$ cat src/hw/rtl/nrpp_pkg.sv
`timescale 1ns / 1ps
// ----------------------------------------------------------------------------
// Node range pattern parser package
// Shared character codes, result kinds and the event handed from the parser
// to the result stage.
// ----------------------------------------------------------------------------
package nrpp_pkg;

    localparam logic [7:0] CH_NUL    = 8'h00;
    localparam logic [7:0] CH_BSLASH = 8'h5C;
    localparam logic [7:0] CH_LBRACK = 8'h5B;
    localparam logic [7:0] CH_RBRACK = 8'h5D;
    localparam logic [7:0] CH_LOWER_O = 8'h6F;
    localparam logic [7:0] CH_DASH   = 8'h2D;
    localparam logic [7:0] CH_PCT    = 8'h25;
    localparam logic [7:0] CH_DOT    = 8'h2E;
    localparam logic [7:0] CH_LOWER_D = 8'h64;
    localparam logic [7:0] CH_ZERO   = 8'h30;
    localparam logic [7:0] CH_NINE   = 8'h39;

    // result kinds on the output stream
    localparam logic [1:0] RK_FORMAT = 2'd0;
    localparam logic [1:0] RK_OK     = 2'd1;
    localparam logic [1:0] RK_BAD    = 2'd2;

    localparam int COUNT_W = 34;
    localparam int OUT_IDX_W = 32;
    localparam int DCOUNT_W = 7;
    localparam logic [DCOUNT_W-1:0] DCOUNT_MAX = 7'd99;

    typedef enum logic [1:0] {
        EV_CHAR,
        EV_FMT,
        EV_OK,
        EV_BAD
    } evt_kind_t;

    typedef struct packed {
        evt_kind_t                  kind;
        logic [7:0]                 ch;
        logic [OUT_IDX_W-1:0]       start_idx;
        logic [OUT_IDX_W-1:0]       end_idx;
        logic [COUNT_W-1:0]         count;
        logic [DCOUNT_W-1:0]        dcount;
        logic                       octal;
    } evt_t;

endpackage

$ cat src/hw/rtl/nrpp_parser.sv
`timescale 1ns / 1ps
// ----------------------------------------------------------------------------
// Node range pattern parser - character parser
// Holds the parse state and, while the result stage is ready, turns one
// character per cycle into at most one event for the result stage.
// ----------------------------------------------------------------------------
module nrpp_parser #(
    parameter int INDEX_WIDTH = 32
) (
    input  logic            aclk,
    input  logic            aresetn,
    input  logic            ch_valid,
    input  logic            ch_ready,
    input  logic [7:0]      ch,
    output logic            evt_valid,
    output nrpp_pkg::evt_t  evt
);
    import nrpp_pkg::*;

    localparam int W  = INDEX_WIDTH;
    localparam int SW = (INDEX_WIDTH > OUT_IDX_W) ? INDEX_WIDTH : OUT_IDX_W;
    localparam int CW = (INDEX_WIDTH > COUNT_W) ? INDEX_WIDTH : COUNT_W;

    localparam logic [2:0] PH_TEXT   = 3'd0;
    localparam logic [2:0] PH_ESCAPE = 3'd1;
    localparam logic [2:0] PH_OPEN   = 3'd2;
    localparam logic [2:0] PH_START  = 3'd3;
    localparam logic [2:0] PH_END    = 3'd4;
    localparam logic [2:0] PH_DROP   = 3'd5;

    logic [2:0]          phase_reg, phase_next;
    logic                seen_reg, seen_next;
    logic                octal_reg, octal_next;
    logic [W-1:0]        start_reg, start_next;
    logic [W-1:0]        end_reg, end_next;
    logic [DCOUNT_W-1:0] dcount_reg, dcount_next;

    logic                is_digit;
    logic                acc_octal;
    logic [W-1:0]        acc_in;
    logic [W-1:0]        acc_out;
    logic [SW-1:0]       start_ext;
    logic [SW-1:0]       end_ext;
    logic [CW-1:0]       diff;
    logic                evt_has;

    function automatic logic [W-1:0] acc_step(input logic [W-1:0] v, input logic oct,
                                               input logic [3:0] d);
        logic [W-1:0] x8;
        logic [W-1:0] x2;
        x8 = v << 3;
        x2 = oct ? '0 : (v << 1);
        return x8 + x2 + {{(W-4){1'b0}}, d};
    endfunction

    assign is_digit  = (ch >= CH_ZERO) && (ch <= CH_NINE);
    // the first start digit right after '[' always counts in decimal
    assign acc_octal = (phase_reg == PH_OPEN) ? 1'b0 : octal_reg;
    assign acc_in    = (phase_reg == PH_END) ? end_reg : start_reg;
    assign acc_out   = acc_step(acc_in, acc_octal, ch[3:0]);
    assign start_ext = SW'(start_reg);
    assign end_ext   = SW'(end_reg);
    assign diff      = CW'(end_reg) - CW'(start_reg) + CW'(1);

    always_comb begin
        phase_next  = phase_reg;
        seen_next   = seen_reg;
        octal_next  = octal_reg;
        start_next  = start_reg;
        end_next    = end_reg;
        dcount_next = dcount_reg;
        evt_has     = 1'b0;
        evt         = '0;
        evt.ch      = ch;
        evt.dcount  = dcount_reg;
        evt.octal   = octal_reg;

        // start part handling shared by the open and start phases
        if ((phase_reg == PH_START) ||
            (phase_reg == PH_OPEN && ch != CH_NUL && !seen_reg && ch != CH_LOWER_O)) begin
            if (is_digit) begin
                start_next = acc_out;
                if (dcount_reg < DCOUNT_MAX) begin
                    dcount_next = dcount_reg + 1'b1;
                end
            end else if (ch == CH_DASH) begin
                phase_next = PH_END;
            end else begin
                evt_has = 1'b1;
                evt.kind = EV_BAD;
            end
        end

        unique case (phase_reg)
            PH_TEXT: begin
                if (ch == CH_NUL) begin
                    evt_has = 1'b1;
                    evt.kind = EV_OK;
                end else if (ch == CH_BSLASH) begin
                    phase_next = PH_ESCAPE;
                end else if (ch == CH_LBRACK) begin
                    phase_next = PH_OPEN;
                end else begin
                    evt_has = 1'b1;
                    evt.kind = EV_CHAR;
                end
            end
            PH_ESCAPE: begin
                evt_has = 1'b1;
                if (ch == CH_NUL) begin
                    evt.kind = EV_OK;
                end else begin
                    evt.kind = EV_CHAR;
                    phase_next = PH_TEXT;
                end
            end
            PH_OPEN: begin
                if (ch == CH_NUL) begin
                    evt_has = 1'b1;
                    evt.kind = EV_OK;
                end else if (seen_reg) begin
                    evt_has = 1'b1;
                    evt.kind = EV_BAD;
                end else if (ch == CH_LOWER_O) begin
                    octal_next = 1'b1;
                    phase_next = PH_START;
                end else begin
                    octal_next = 1'b0;
                    if (ch != CH_DASH) begin
                        phase_next = PH_START;
                    end
                end
            end
            PH_START: begin
            end
            PH_END: begin
                if (is_digit) begin
                    end_next = acc_out;
                end else if (ch == CH_RBRACK) begin
                    evt_has = 1'b1;
                    evt.kind = EV_FMT;
                    seen_next = 1'b1;
                    phase_next = PH_TEXT;
                end else begin
                    evt_has = 1'b1;
                    evt.kind = EV_BAD;
                end
            end
            default: begin
                // drop everything up to the terminating zero byte
                if (ch == CH_NUL) begin
                    phase_next = PH_TEXT;
                end
            end
        endcase

        if (evt_has && evt.kind == EV_OK) begin
            evt.start_idx = start_ext[OUT_IDX_W-1:0];
            evt.end_idx   = end_ext[OUT_IDX_W-1:0];
            evt.count     = seen_reg ? diff[COUNT_W-1:0] : '0;
        end

        if (evt_has && (evt.kind == EV_OK || evt.kind == EV_BAD)) begin
            phase_next  = (evt.kind == EV_BAD && ch != CH_NUL) ? PH_DROP : PH_TEXT;
            seen_next   = 1'b0;
            octal_next  = 1'b0;
            start_next  = '0;
            end_next    = '0;
            dcount_next = '0;
        end
    end

    assign evt_valid = ch_valid && evt_has;

    always_ff @(posedge aclk) begin
        if (!aresetn) begin
            phase_reg  <= PH_TEXT;
            seen_reg   <= 1'b0;
            octal_reg  <= 1'b0;
            start_reg  <= '0;
            end_reg    <= '0;
            dcount_reg <= '0;
        end else if (ch_valid && ch_ready) begin
            phase_reg  <= phase_next;
            seen_reg   <= seen_next;
            octal_reg  <= octal_next;
            start_reg  <= start_next;
            end_reg    <= end_next;
            dcount_reg <= dcount_next;
        end
    end

endmodule

$ cat src/hw/rtl/nrpp_emitter.sv
`timescale 1ns / 1ps
// ----------------------------------------------------------------------------
// Node range pattern parser - result stage
// Registers one event and plays it out as one or more result requests; a
// range event expands into its print format run.
// ----------------------------------------------------------------------------
module nrpp_emitter (
    input  logic             aclk,
    input  logic             aresetn,
    input  logic             evt_valid,
    input  nrpp_pkg::evt_t   evt,
    output logic             evt_ready,
    output logic             m_tvalid,
    input  logic             m_tready,
    output logic [111:0]     m_tdata,  // format_char, start_index, end_index,
                                       // index_count, zero pad
    output logic [1:0]       m_tuser,  // result_kind
    output logic             m_tlast
);
    import nrpp_pkg::*;

    logic        full_reg;
    evt_t        evt_reg;
    logic [2:0]  step_reg;

    logic        has_tens;
    logic [14:0] tens_prod;
    logic [3:0]  tens;
    logic [3:0]  ones;
    logic [6:0]  tens_x10;
    logic        last_step;
    logic        take;
    logic [1:0]  kind;
    logic [7:0]  fchar;
    logic [7:0]  suffix;

    // divide the digit count by ten with a reciprocal multiply (exact for any 7-bit count)
    assign tens_prod = {8'd0, evt_reg.dcount} * 15'd205;
    assign tens      = tens_prod[14:11];
    assign tens_x10  = {3'd0, tens} * 7'd10;
    assign ones      = 4'(evt_reg.dcount - tens_x10);
    assign has_tens  = evt_reg.dcount > 7'd9;
    assign suffix    = evt_reg.octal ? CH_LOWER_O : CH_LOWER_D;

    assign last_step = (evt_reg.kind != EV_FMT) ||
                       (step_reg == (has_tens ? 3'd4 : 3'd3));
    assign take      = full_reg && m_tready;
    assign evt_ready = !full_reg || (take && last_step);

    always_comb begin
        fchar = 8'd0;
        case (evt_reg.kind)
            EV_CHAR: fchar = evt_reg.ch;
            EV_FMT: begin
                case (step_reg)
                    3'd0: fchar = CH_PCT;
                    3'd1: fchar = CH_DOT;
                    3'd2: fchar = has_tens ? (CH_ZERO + {4'd0, tens})
                                           : (CH_ZERO + {4'd0, ones});
                    3'd3: fchar = has_tens ? (CH_ZERO + {4'd0, ones}) : suffix;
                    default: fchar = suffix;
                endcase
            end
            default: fchar = 8'd0;
        endcase
    end

    always_comb begin
        unique case (evt_reg.kind)
            EV_OK:   kind = RK_OK;
            EV_BAD:  kind = RK_BAD;
            default: kind = RK_FORMAT;
        endcase
    end

    assign m_tvalid = full_reg;
    assign m_tlast  = (evt_reg.kind == EV_OK) || (evt_reg.kind == EV_BAD);
    assign m_tuser  = kind;
    assign m_tdata  = {6'd0, evt_reg.count, evt_reg.end_idx, evt_reg.start_idx, fchar};

    always_ff @(posedge aclk) begin
        if (!aresetn) begin
            full_reg <= 1'b0;
            step_reg <= '0;
        end else if (evt_valid && evt_ready) begin
            full_reg <= 1'b1;
            step_reg <= '0;
        end else if (take) begin
            if (last_step) begin
                full_reg <= 1'b0;
            end else begin
                step_reg <= step_reg + 1'b1;
            end
        end
    end

    always_ff @(posedge aclk) begin
        if (evt_valid && evt_ready) begin
            evt_reg <= evt;
        end
    end

endmodule

$ cat src/hw/rtl/node_range_pattern_parser_core.sv
`timescale 1ns / 1ps
// ----------------------------------------------------------------------------
// Node range pattern parser core
// Streams a host-name pattern such as node[003-234] and returns its print
// format characters followed by a finish request with start, end and count.
// ----------------------------------------------------------------------------
// One pattern character is taken per cycle while the result stage is ready;
// its result request is registered. Every character yields at most one result
// request, except the closing bracket of a range, which yields a run of four
// or five format characters ('%', '.', digit count, 'd' or 'o'); the result
// register plays that run out one request per cycle while m_tready is high and
// stalls the input until the run ends. A new character is taken in the same
// cycle that the last pending result is consumed. Range values are kept at
// INDEX_WIDTH bits and wrap; reported start and end are their low 32 bits.
module node_range_pattern_parser_core #(
    parameter int INDEX_WIDTH = 32
) (
    input  logic         aclk,
    input  logic         aresetn,
    input  logic         s_tvalid,
    output logic         s_tready,
    input  logic [7:0]   s_tdata,   // ch
    output logic         m_tvalid,
    input  logic         m_tready,
    output logic [111:0] m_tdata,   // format_char[7:0], start_index[39:8],
                                    // end_index[71:40], index_count[105:72],
                                    // zero pad
    output logic [1:0]   m_tuser,   // result_kind[1:0]
    output logic         m_tlast    // last
);
    import nrpp_pkg::*;

    logic evt_valid;
    evt_t evt;
    logic evt_ready;

    nrpp_parser #(
        .INDEX_WIDTH(INDEX_WIDTH)
    ) u_parser (
        .aclk      (aclk),
        .aresetn   (aresetn),
        .ch_valid  (s_tvalid),
        .ch_ready  (evt_ready),
        .ch        (s_tdata),
        .evt_valid (evt_valid),
        .evt       (evt)
    );

    nrpp_emitter u_emitter (
        .aclk      (aclk),
        .aresetn   (aresetn),
        .evt_valid (evt_valid),
        .evt       (evt),
        .evt_ready (evt_ready),
        .m_tvalid  (m_tvalid),
        .m_tready  (m_tready),
        .m_tdata   (m_tdata),
        .m_tuser   (m_tuser),
        .m_tlast   (m_tlast)
    );

    assign s_tready = evt_ready;

endmodule

$ cat config.mk
export PLATFORM = sky130hd
export DESIGN_NAME = node_range_pattern_parser_core
export DESIGN_NICKNAME = d
export VERILOG_FILES = /design/src/hw/rtl/nrpp_pkg.sv /design/src/hw/rtl/nrpp_parser.sv /design/src/hw/rtl/nrpp_emitter.sv /design/src/hw/rtl/node_range_pattern_parser_core.sv
export SDC_FILE = /design/constraint.sdc
export NUM_CORES = 1
export LEC_CHECK = 0
export BUFFER_PORTS_ARGS = -buffer_cell sky130_fd_sc_hd__buf_2
export CAP_MARGIN = 15
export CORE_MARGIN = 3
export CORE_UTILIZATION = 56
export CTS_CLUSTER_DIAMETER = 30
export DETAILED_ROUTE_END_ITERATION = 10
export PLACE_DENSITY = 0.76
export SYNTH_ARGS = -nofsm -noshare
export SYNTH_HDL_FRONTEND = slang
export SYNTH_SLANG_ARGS = --single-unit
$ cat constraint.sdc
create_clock -name aclk -period 7.7 [get_ports aclk]
set_input_delay 0 -clock aclk [delete_from_list [all_inputs] [get_ports aclk]]
set_output_delay 0 -clock aclk [all_outputs]
set_load 0.02 [all_outputs]
* After elaboration in Yosys (flattened, before gate mapping)
Index checks and enable logic that the tools add are counted.
** Storage, ports and cells
- Register bits after elaboration :: 196
- Word-level logic and storage cells :: 167
** Cells by class
- Add/sub/neg operators :: 9
- Multipliers :: 2
- $lt $le $gt $ge :: 4
- Equal/unequal tests :: 24
- Multiplexer cells :: 70
- Bitwise operators :: 2
- Reductions and logical operators :: 41
** Operators by type and width (count)
- 2-to-1 mux 32 bit :: 6
- 2-to-1 mux 3 bit :: 17
- adder 34 x 1 -> 34 bit, second input constant :: 1
- subtractor 32 x 32 -> 33 bit :: 1
- adder 32 bit :: 1
- adder 32 x 4 -> 32 bit :: 1
- == test 8 x 7 -> 1 bit, second input constant :: 4
- one-hot mux 8 bit (4 select lines) :: 1
- 2-to-1 mux 31 bit :: 1
- 2-to-1 mux 7 bit :: 4
- 2-to-1 mux 1 bit :: 22
- 2-to-1 mux 2 bit :: 11
- 2-to-1 mux 8 bit :: 2
- one-hot mux 8 bit (2 select lines) :: 1
- nonzero test 2 bit :: 8
- multiplier 7 x 8 -> 15 bit, second input constant :: 1
- one-hot mux 3 bit (5 select lines) :: 1
- adder 6 x 4 -> 7 bit, first input constant :: 2
- == test 3 x 2 -> 1 bit, second input constant :: 4
- logical AND 1 bit :: 12
- AND reduction 4 bit :: 3
- == test 2 bit, second input constant :: 4
- == test 8 x 6 -> 1 bit, second input constant :: 1
- greater-or-equal comparator 8 x 6 -> 1 bit, second input constant :: 1
- 29 further kinds :: 42

* Depth between registers and ports, before layout
- Word-level depth :: 15
- Mapped depth :: 23
- Mapped depth without buffers :: 22

* By module
A second synthesis with hierarchy kept.
** Unflattened totals
- Cell total of the unflattened synthesis :: 1710
- Area, all modules :: 15282.2 µm²
** Modules (own cells, without submodules)
- nrpp_parser :: instances 1, cells each 1288, area an instance 9352.7 µm², seq. area each 1521.5 µm²
- nrpp_emitter :: instances 1, cells each 422, area an instance 5929.4 µm², seq. area each 3563.4 µm²

* Least setup slack after synthesis
OpenSTA, ideal clock, no wires.
- Path kind :: reg-to-reg
- Start :: register u_emitter.evt_reg[2] (netlist bit)
- End :: register u_emitter.evt_reg[0] (netlist bit), enable pin
- Arrival time :: 5.149 ns
- Data required time :: 7.231 ns
- Path slack :: 2.082 ns
- Cell stages (with the launch flop) :: 12
- Clock period less this slack :: 5.618 ns
- Cells stage by stage :: edfxtp_1 -> inv_1 -> ha_1 -> a21boi_0 -> o211ai_1 -> and2_1 -> clkbuf_1 -> a311oi_1 -> o21ai_0 -> nand2_1 -> or3_1 -> inv_1
** On the way
- Word-level cells in the longest chain between the ends :: 7
** RTL lines
- start, declared :: RTL line nrpp_emitter.sv:23 : evt_t evt_reg;
- start signal, assigned :: RTL line nrpp_emitter.sv:99 : evt_reg <= evt;
- greater-than comparator 7 x 4 -> 1 bit :: RTL line nrpp_emitter.sv:42 : assign has_tens = evt_reg.dcount > 7'd9;
- 2-to-1 mux 3 bit :: RTL line nrpp_emitter.sv:46 : (step_reg == (has_tens ? 3'd4 : 3'd3));
- == test 3 bit :: RTL line nrpp_emitter.sv:46
- logical OR 1 bit :: RTL line nrpp_emitter.sv:45 : assign last_step = (evt_reg.kind != EV_FMT) ||
- logical AND 1 bit :: RTL line nrpp_emitter.sv:48 : assign evt_ready = !full_reg || (take && last_step);
- logical OR 1 bit :: RTL line nrpp_emitter.sv:48
- named net s_tready :: RTL line node_range_pattern_parser_core.sv:21 : output logic s_tready,
- logical AND 1 bit :: RTL line nrpp_emitter.sv:98 : if (evt_valid && evt_ready) begin
The timed path passes the listed nets, and every way through them passes these cells.
A chain may end at the register's enable or synchronous reset.

* Worst setup path in the final report
- Start :: register u_emitter.evt_reg[4] (netlist bit)
- End :: output port m_tdata[3]
** On the way
- Word-level cells in the longest chain between the ends :: 7
- Elaborated cells between the ends (all ways) :: 10
- Those cells by class :: add/sub (3); mul (2); order compare (1); mux (4)
** RTL lines
- multiplier 7 x 8 -> 15 bit :: RTL line nrpp_emitter.sv:38 : assign tens_prod = {8'd0, evt_reg.dcount} * 15'd205;
- multiplier 4 x 3 -> 3 bit :: RTL line nrpp_emitter.sv:40 : assign tens_x10 = {3'd0, tens} * 7'd10;
- subtractor 4 bit :: RTL line nrpp_emitter.sv:41 : assign ones = 4'(evt_reg.dcount - tens_x10);
- adder 6 x 4 -> 7 bit :: RTL line nrpp_emitter.sv:59, nrpp_emitter.sv:60
- 2-to-1 mux 8 bit, on equally long branches :: RTL line nrpp_emitter.sv:60, nrpp_emitter.sv:58
- one-hot mux 8 bit (4 select lines) (*) :: RTL line nrpp_emitter.sv:55 : case (step_reg)
- one-hot mux 8 bit (2 select lines) (*) :: RTL line nrpp_emitter.sv:52 : case (evt_reg.kind)
- end, declared :: RTL line node_range_pattern_parser_core.sv:25 : output logic [111:0] m_tdata,
Mark *: on every way between the ends. The rest lies on a longest branch, timed or not.

==> results.md <==
- The internal power of the cells totals 0.001760 W.
- Summed over all cells, the static leakage comes to around 6.5 nW.
- The detailed placer's ending HPWL is 27800 µm.
- The most common cell type on the critical path is sky130_fd_sc_hd__ha_1.
- The flip-flop cell with the highest count after synthesis is sky130_fd_sc_hd__edfxtp_1.
- The H-tree generated during clock tree synthesis spans 4 levels.
- The initial antenna violation count is 0.
- The area used by multi-input combinational logic is 8481 µm².
- The synthesized netlist contains 88 unique library cells.
- The sequential area share after synthesis is 34.19%.
- In this run the cell area measured after placement is roughly 15000 µm².
- The number of global-route vias before repair is roughly 11000.
- The total wire length after detailed routing is roughly 37000 µm.
- The clock sink count is 196.
- The highest metal layer carrying signal wires in the routed design is met4.
- Clock-pin slew was measured on the worst setup and hold paths at around 0.08 ns.
- The post-synthesis register bit count is 196.
- Setup repair after global routing left no endpoint under its margin.
- Yosys printed 0 warnings.
- The final setup violation count is 0.
- The share of final-layout standard cells stronger than drive strength 1 is 11.95%.
- In the routed layout, each cell is associated on average with a via count of 6.012.
- Power spread over the standard cell area amounts to about 160 nW/µm².
- Walking the worst path, the cells encountered are ha_1 > inv_1 > ha_1 > inv_1 > fa_1 > fa_1 > inv_1 > ha_1 > a31o_2 > a21oi_1 > o21ai_0 > nor2_1 > xnor2_1 > ha_1 > fa_1 > xor2_1 > xnor2_1 > xnor2_1 > a221oi_1 > nor2_1 > buf_2.
- The worst setup path is of the reg -> out kind.
- The max-capacitance violation count is 0.
- The routed wire length per instance is 18.39 µm.
- The worst hold path belongs to the class in -> reg.
- The switching portion of total power is 29.56%.
- Counting along the longest clock path gives a buffer depth of 2.
- The initial utilization of the core area, before any placement, comes to between 50 and 60%.
- Sorting the synthesized cells by area gives the leading types as sky130_fd_sc_hd__edfxtp_1 (23%), sky130_fd_sc_hd__ha_1 (12%), sky130_fd_sc_hd__dfxtp_1 (11%), sky130_fd_sc_hd__buf_4 (5.3%), sky130_fd_sc_hd__nand2_1 (4.3%).
- The flow ran to the end, and the final reports show no timing, DRC or antenna violations.
- For this design the top-level I/O count stands at 129.
- The die area is 28550 µm².
- After detailed routing, the met2 layer carries 17210 µm of wire.
- Clock tree synthesis inserted a total of 17 buffers.
- The first-pass GRT wire length is 60510 µm.
- The via count of the routed design is 12230.
- Setup total negative slack on the finished layout was measured at 0 ns.
- The finished cells cover 15640 µm².
- The clock skew after layout is between 0.01 and 0.015 ns.
- Tracing the worst setup path back leads to its startpoint at u_emitter.evt_reg[4]$_DFFE_PP_.
- The sort of element at the end of the critical path is an output port.
- The highest clock rate is between 150 and 200 MHz.
- From bottom edge to top edge, the die measures around 170 µm.
- OpenSTA, run right after detailed placement, puts the worst setup slack at 2.678 ns.
- On the critical path, the stage with the largest delay is an instance of sky130_fd_sc_hd__edfxtp_1.
- The worst-case IR drop observed on VDD is approximately 0.13 mV.
- The number of nets still failing antenna checks after routing is 0.
- Final hold analysis gives a worst-case slack of 0.06421 ns.
- For the worst-skew pair, the clock arrives at the later sink with an insertion delay of 0.45 ns.
- At the end of the flow, the number of nets in the layout was approximately 1800.
- The share of synthesized registers carrying an async set or reset is 0%.
- Data arrives at the worst endpoint at 5.52 ns.
- The violation count after the first detailed-routing iteration is 1291.
- Entering global routing, the biggest net connects 75 pins.
- Grouping stages by cell kind, the critical path spends the most delay in adder cells.
- The detailed router put a total of around 17000 µm of wire on met1.
- The type of origin of the critical path is a flop.
- The sequential share of power is 47.0%.
- The mean instance size in the synthesized netlist is 8.774 µm².
- The analysis attributes to net switching a power of 0.0007388 W.
- Synthesis produced a netlist whose cell count is roughly 1700.
- After detailed routing, the number of remaining DRC violations is 0.
- The total iterations of the first detailed-routing run is 5.
- The largest single stage delay on the critical path is 0.54 ns.
- The required time of the critical path is about 7.7 ns.
- The TritonCTS clock tree is yes.
- The cell at the root of the clock tree is sky130_fd_sc_hd__clkbuf_16.
- The number of setup buffers added after CTS is 0.
- The count of input and output buffers is 122.
- Global routing used 26.16% of the available tracks across all layers.
- The final max-slew violation count is 0.
- In the post-route analysis, the smallest setup slack over all paths is 2.185 ns.
- The area of the mapped netlist is 14870 µm².
- The number of flops mapped to enable cells by yosys is ~120.
- Counting both buffers and inverters, the worst setup path holds a total of 4.
- Of the post-synthesis cell area, the dominant cell type holds 23.42%.
- The total area inside the core boundary comes to 26060 µm².
- The count of endpoints failing hold in the final timing report came to 0.
- The biggest area contributor in the post-synthesis netlist is sky130_fd_sc_hd__edfxtp_1.
- For the finished layout, the period the worst path requires is 5.515 ns.
- Compared with the post-synthesis result, the final layout area differs by 5.183%.
- The detailed-routed wire length on met3 is approximately 2400 µm.
- The total power of the final layout is 0.002499 W.
- Along the worst path, the maximum fanout reaches 7.
- The power share of the combinational group is between 15 and 20%.
- At the end of routability-driven placement, the weighted congestion stood at ~0.9.
- In the final layout, flip-flops and latches occupy 5085 µm².
- The flip-flop count of the largest register after layout is 98.
- The normalized max-slew margin is between 20% and 30%.
- The antenna diode count is 0.
- The portion of the clock cycle consumed by the worst path in the final layout is 71.63%.
- The layout has 2230 filler cells.
- The cell row count is 59.
- The startpoint identified for the worst register-to-register timing path is u_parser.phase_reg[2]$_SDFFE_PN0P_.
- The total congestion overflow is 0.
- The transition time at the pin with the least slew margin is 1.134 ns.
- Measured along the x axis, the die boundary spans 169.0 µm.
- The clock share of power is 37.0%.
- In this run the most critical hold path is launched from m_tready.
==> power by group through the flow <==
stage	Combinational, W	Clock [W]	Sequential (W)
3_3_place_gp	0.000386	0	0.00120
2_1_floorplan	0.000332	0	0.00120
5_1_grt	0.000441	0.000978	0.00118
3_5_place_dp	0.000395	0	0.00120
4_1_cts	0.000401	0.000932	0.00118
6_report	0.000400	0.000924	0.00118
==> kinds of logic (layout without fill, tap and decap cells) <==
group / count (synthesis) / after routing / share of synthesized area [%]
and+or+nand+nor: 613 / 613 / 20.74
DFF: 196 / 196 / 34.19
AOI/OAI and AO/OA: 408 / 408 / 18.06
other: 1 / 6 / 0.02522
muxes: 4 / 4 / 0.2692
buffers and inverters: 248 / 247 / 9.069
adders and majority gates: 150 / 150 / 13.23
xor gates and xnor gates: 75 / 75 / 4.417
==> path summary, 6_finish.rpt <==
kind / depth (start not counted) / end / slack, ns
setup / recovery: 21 / m_tdata[3] / 2.18
hold / removal: 4 / u_emitter.step_reg[0]$_SDFFE_PP0P_ / 0.06
setup reg to reg: 15 / u_parser.end_ext[31]$_SDFFE_PN0P_ / 2.68
hold reg to reg: 2 / u_parser.start_ext[17]$_SDFFE_PN0P_ / 0.47
==> layer usage <==
metal / up-vias / GRT usage [%]
li1: 5946 / -
met1: 5760 / 36.82
met2: 461 / 41.75
met3: 61 / 3.830
met4: 0 / 8.360
met5: - / 0
==> layout make-up <==
| type | count | area share (%) |
|---|---|---|
| well taps | 335 | 2.680 |
| multi-input cells | 1256 | 54.22 |
| repair buffers | 140 | 5.023 |
| clock inverters | 14 | 1.016 |
| inverters | 75 | 1.816 |
| flip-flops and latches | 196 | 32.51 |
| clock buffers | 18 | 2.744 |
==> stage by stage <==
stage | instances | utilization [%]
floorplan | 1700 | -
global placement | 1993 | 57.36
detailed placement | 1993 | 57.36
CTS | 2033 | 59.92
global route | 2034 | 60.03
finish | 2034 | 60.03
==> placed cells by master (no fill, tap or decap), types with 11 or more instances in the layout <==
cell type	n
sky130_fd_sc_hd__inv_1	73
sky130_fd_sc_hd__and2_1	65
sky130_fd_sc_hd__a21o_1	15
sky130_fd_sc_hd__o21a_1	21
sky130_fd_sc_hd__nor4_1	12
sky130_fd_sc_hd__nor3_1	70
sky130_fd_sc_hd__a21boi_0	50
sky130_fd_sc_hd__fa_1	12
sky130_fd_sc_hd__nand3_1	37
sky130_fd_sc_hd__o21ai_0	108
sky130_fd_sc_hd__a31oi_1	17
sky130_fd_sc_hd__a21oi_1	79
sky130_fd_sc_hd__and3_1	16
sky130_fd_sc_hd__nor2_1	127
sky130_fd_sc_hd__a211oi_1	19
sky130_fd_sc_hd__xor2_1	35
sky130_fd_sc_hd__ha_1	138
sky130_fd_sc_hd__buf_2	122
sky130_fd_sc_hd__nor2b_1	31
sky130_fd_sc_hd__o211ai_1	15
sky130_fd_sc_hd__clkbuf_16	17
sky130_fd_sc_hd__dfxtp_1	80
sky130_fd_sc_hd__edfxtp_1	116
sky130_fd_sc_hd__nand2_1	170
sky130_fd_sc_hd__a22oi_1	16
sky130_fd_sc_hd__xnor2_1	40
sky130_fd_sc_hd__nand2b_1	11
sky130_fd_sc_hd__nand4_1	17
==> worst register-to-register path: stages (launching register included) <==
cell and delay [ns]:
sky130_fd_sc_hd__dfxtp_1 0.53, sky130_fd_sc_hd__nor2_1 0.09, sky130_fd_sc_hd__nand2_1 0.60, sky130_fd_sc_hd__a21boi_0 0.27, sky130_fd_sc_hd__fa_1 0.53, sky130_fd_sc_hd__ha_1 0.32, sky130_fd_sc_hd__a211oi_1 0.25, sky130_fd_sc_hd__nor2_1 0.12
sky130_fd_sc_hd__o32ai_1 0.47, sky130_fd_sc_hd__o21ai_0 0.39, sky130_fd_sc_hd__a211o_1 0.41, sky130_fd_sc_hd__a221o_1 0.33, sky130_fd_sc_hd__a31oi_1 0.23, sky130_fd_sc_hd__xnor2_1 0.12, sky130_fd_sc_hd__a22oi_1 0.18, sky130_fd_sc_hd__nor2b_1 0.07
==> what timing repair did <==
item / 4_1_cts / 5_1_grt
resized for setup: 0 / 0
endpoints found under the setup margin: 0 / 0
endpoints found under the hold margin: 10 / 0
hold buffers: 8 / 0
==> Yosys cell counts (13+ instances only) <==
cell and instances:
sky130_fd_sc_hd__nand4_1 17, sky130_fd_sc_hd__o21a_1 21, sky130_fd_sc_hd__a31oi_1 17, sky130_fd_sc_hd__nor2_1 127, sky130_fd_sc_hd__o211ai_1 15, sky130_fd_sc_hd__nor3_1 70
sky130_fd_sc_hd__inv_1 74, sky130_fd_sc_hd__nand3_1 37, sky130_fd_sc_hd__and3_1 16, sky130_fd_sc_hd__buf_4 105, sky130_fd_sc_hd__a22oi_1 16, sky130_fd_sc_hd__and2_1 66
sky130_fd_sc_hd__xnor2_1 40, sky130_fd_sc_hd__clkbuf_1 48, sky130_fd_sc_hd__a21boi_0 50, sky130_fd_sc_hd__ha_1 138, sky130_fd_sc_hd__o21ai_0 108, sky130_fd_sc_hd__dfxtp_1 80
sky130_fd_sc_hd__nand2_1 170, sky130_fd_sc_hd__a21oi_1 80, sky130_fd_sc_hd__buf_2 13, sky130_fd_sc_hd__a211oi_1 19, sky130_fd_sc_hd__xor2_1 35, sky130_fd_sc_hd__a21o_1 15
sky130_fd_sc_hd__nor2b_1 31, sky130_fd_sc_hd__edfxtp_1 116
Note: power is estimated with default switching activity, not from simulation.
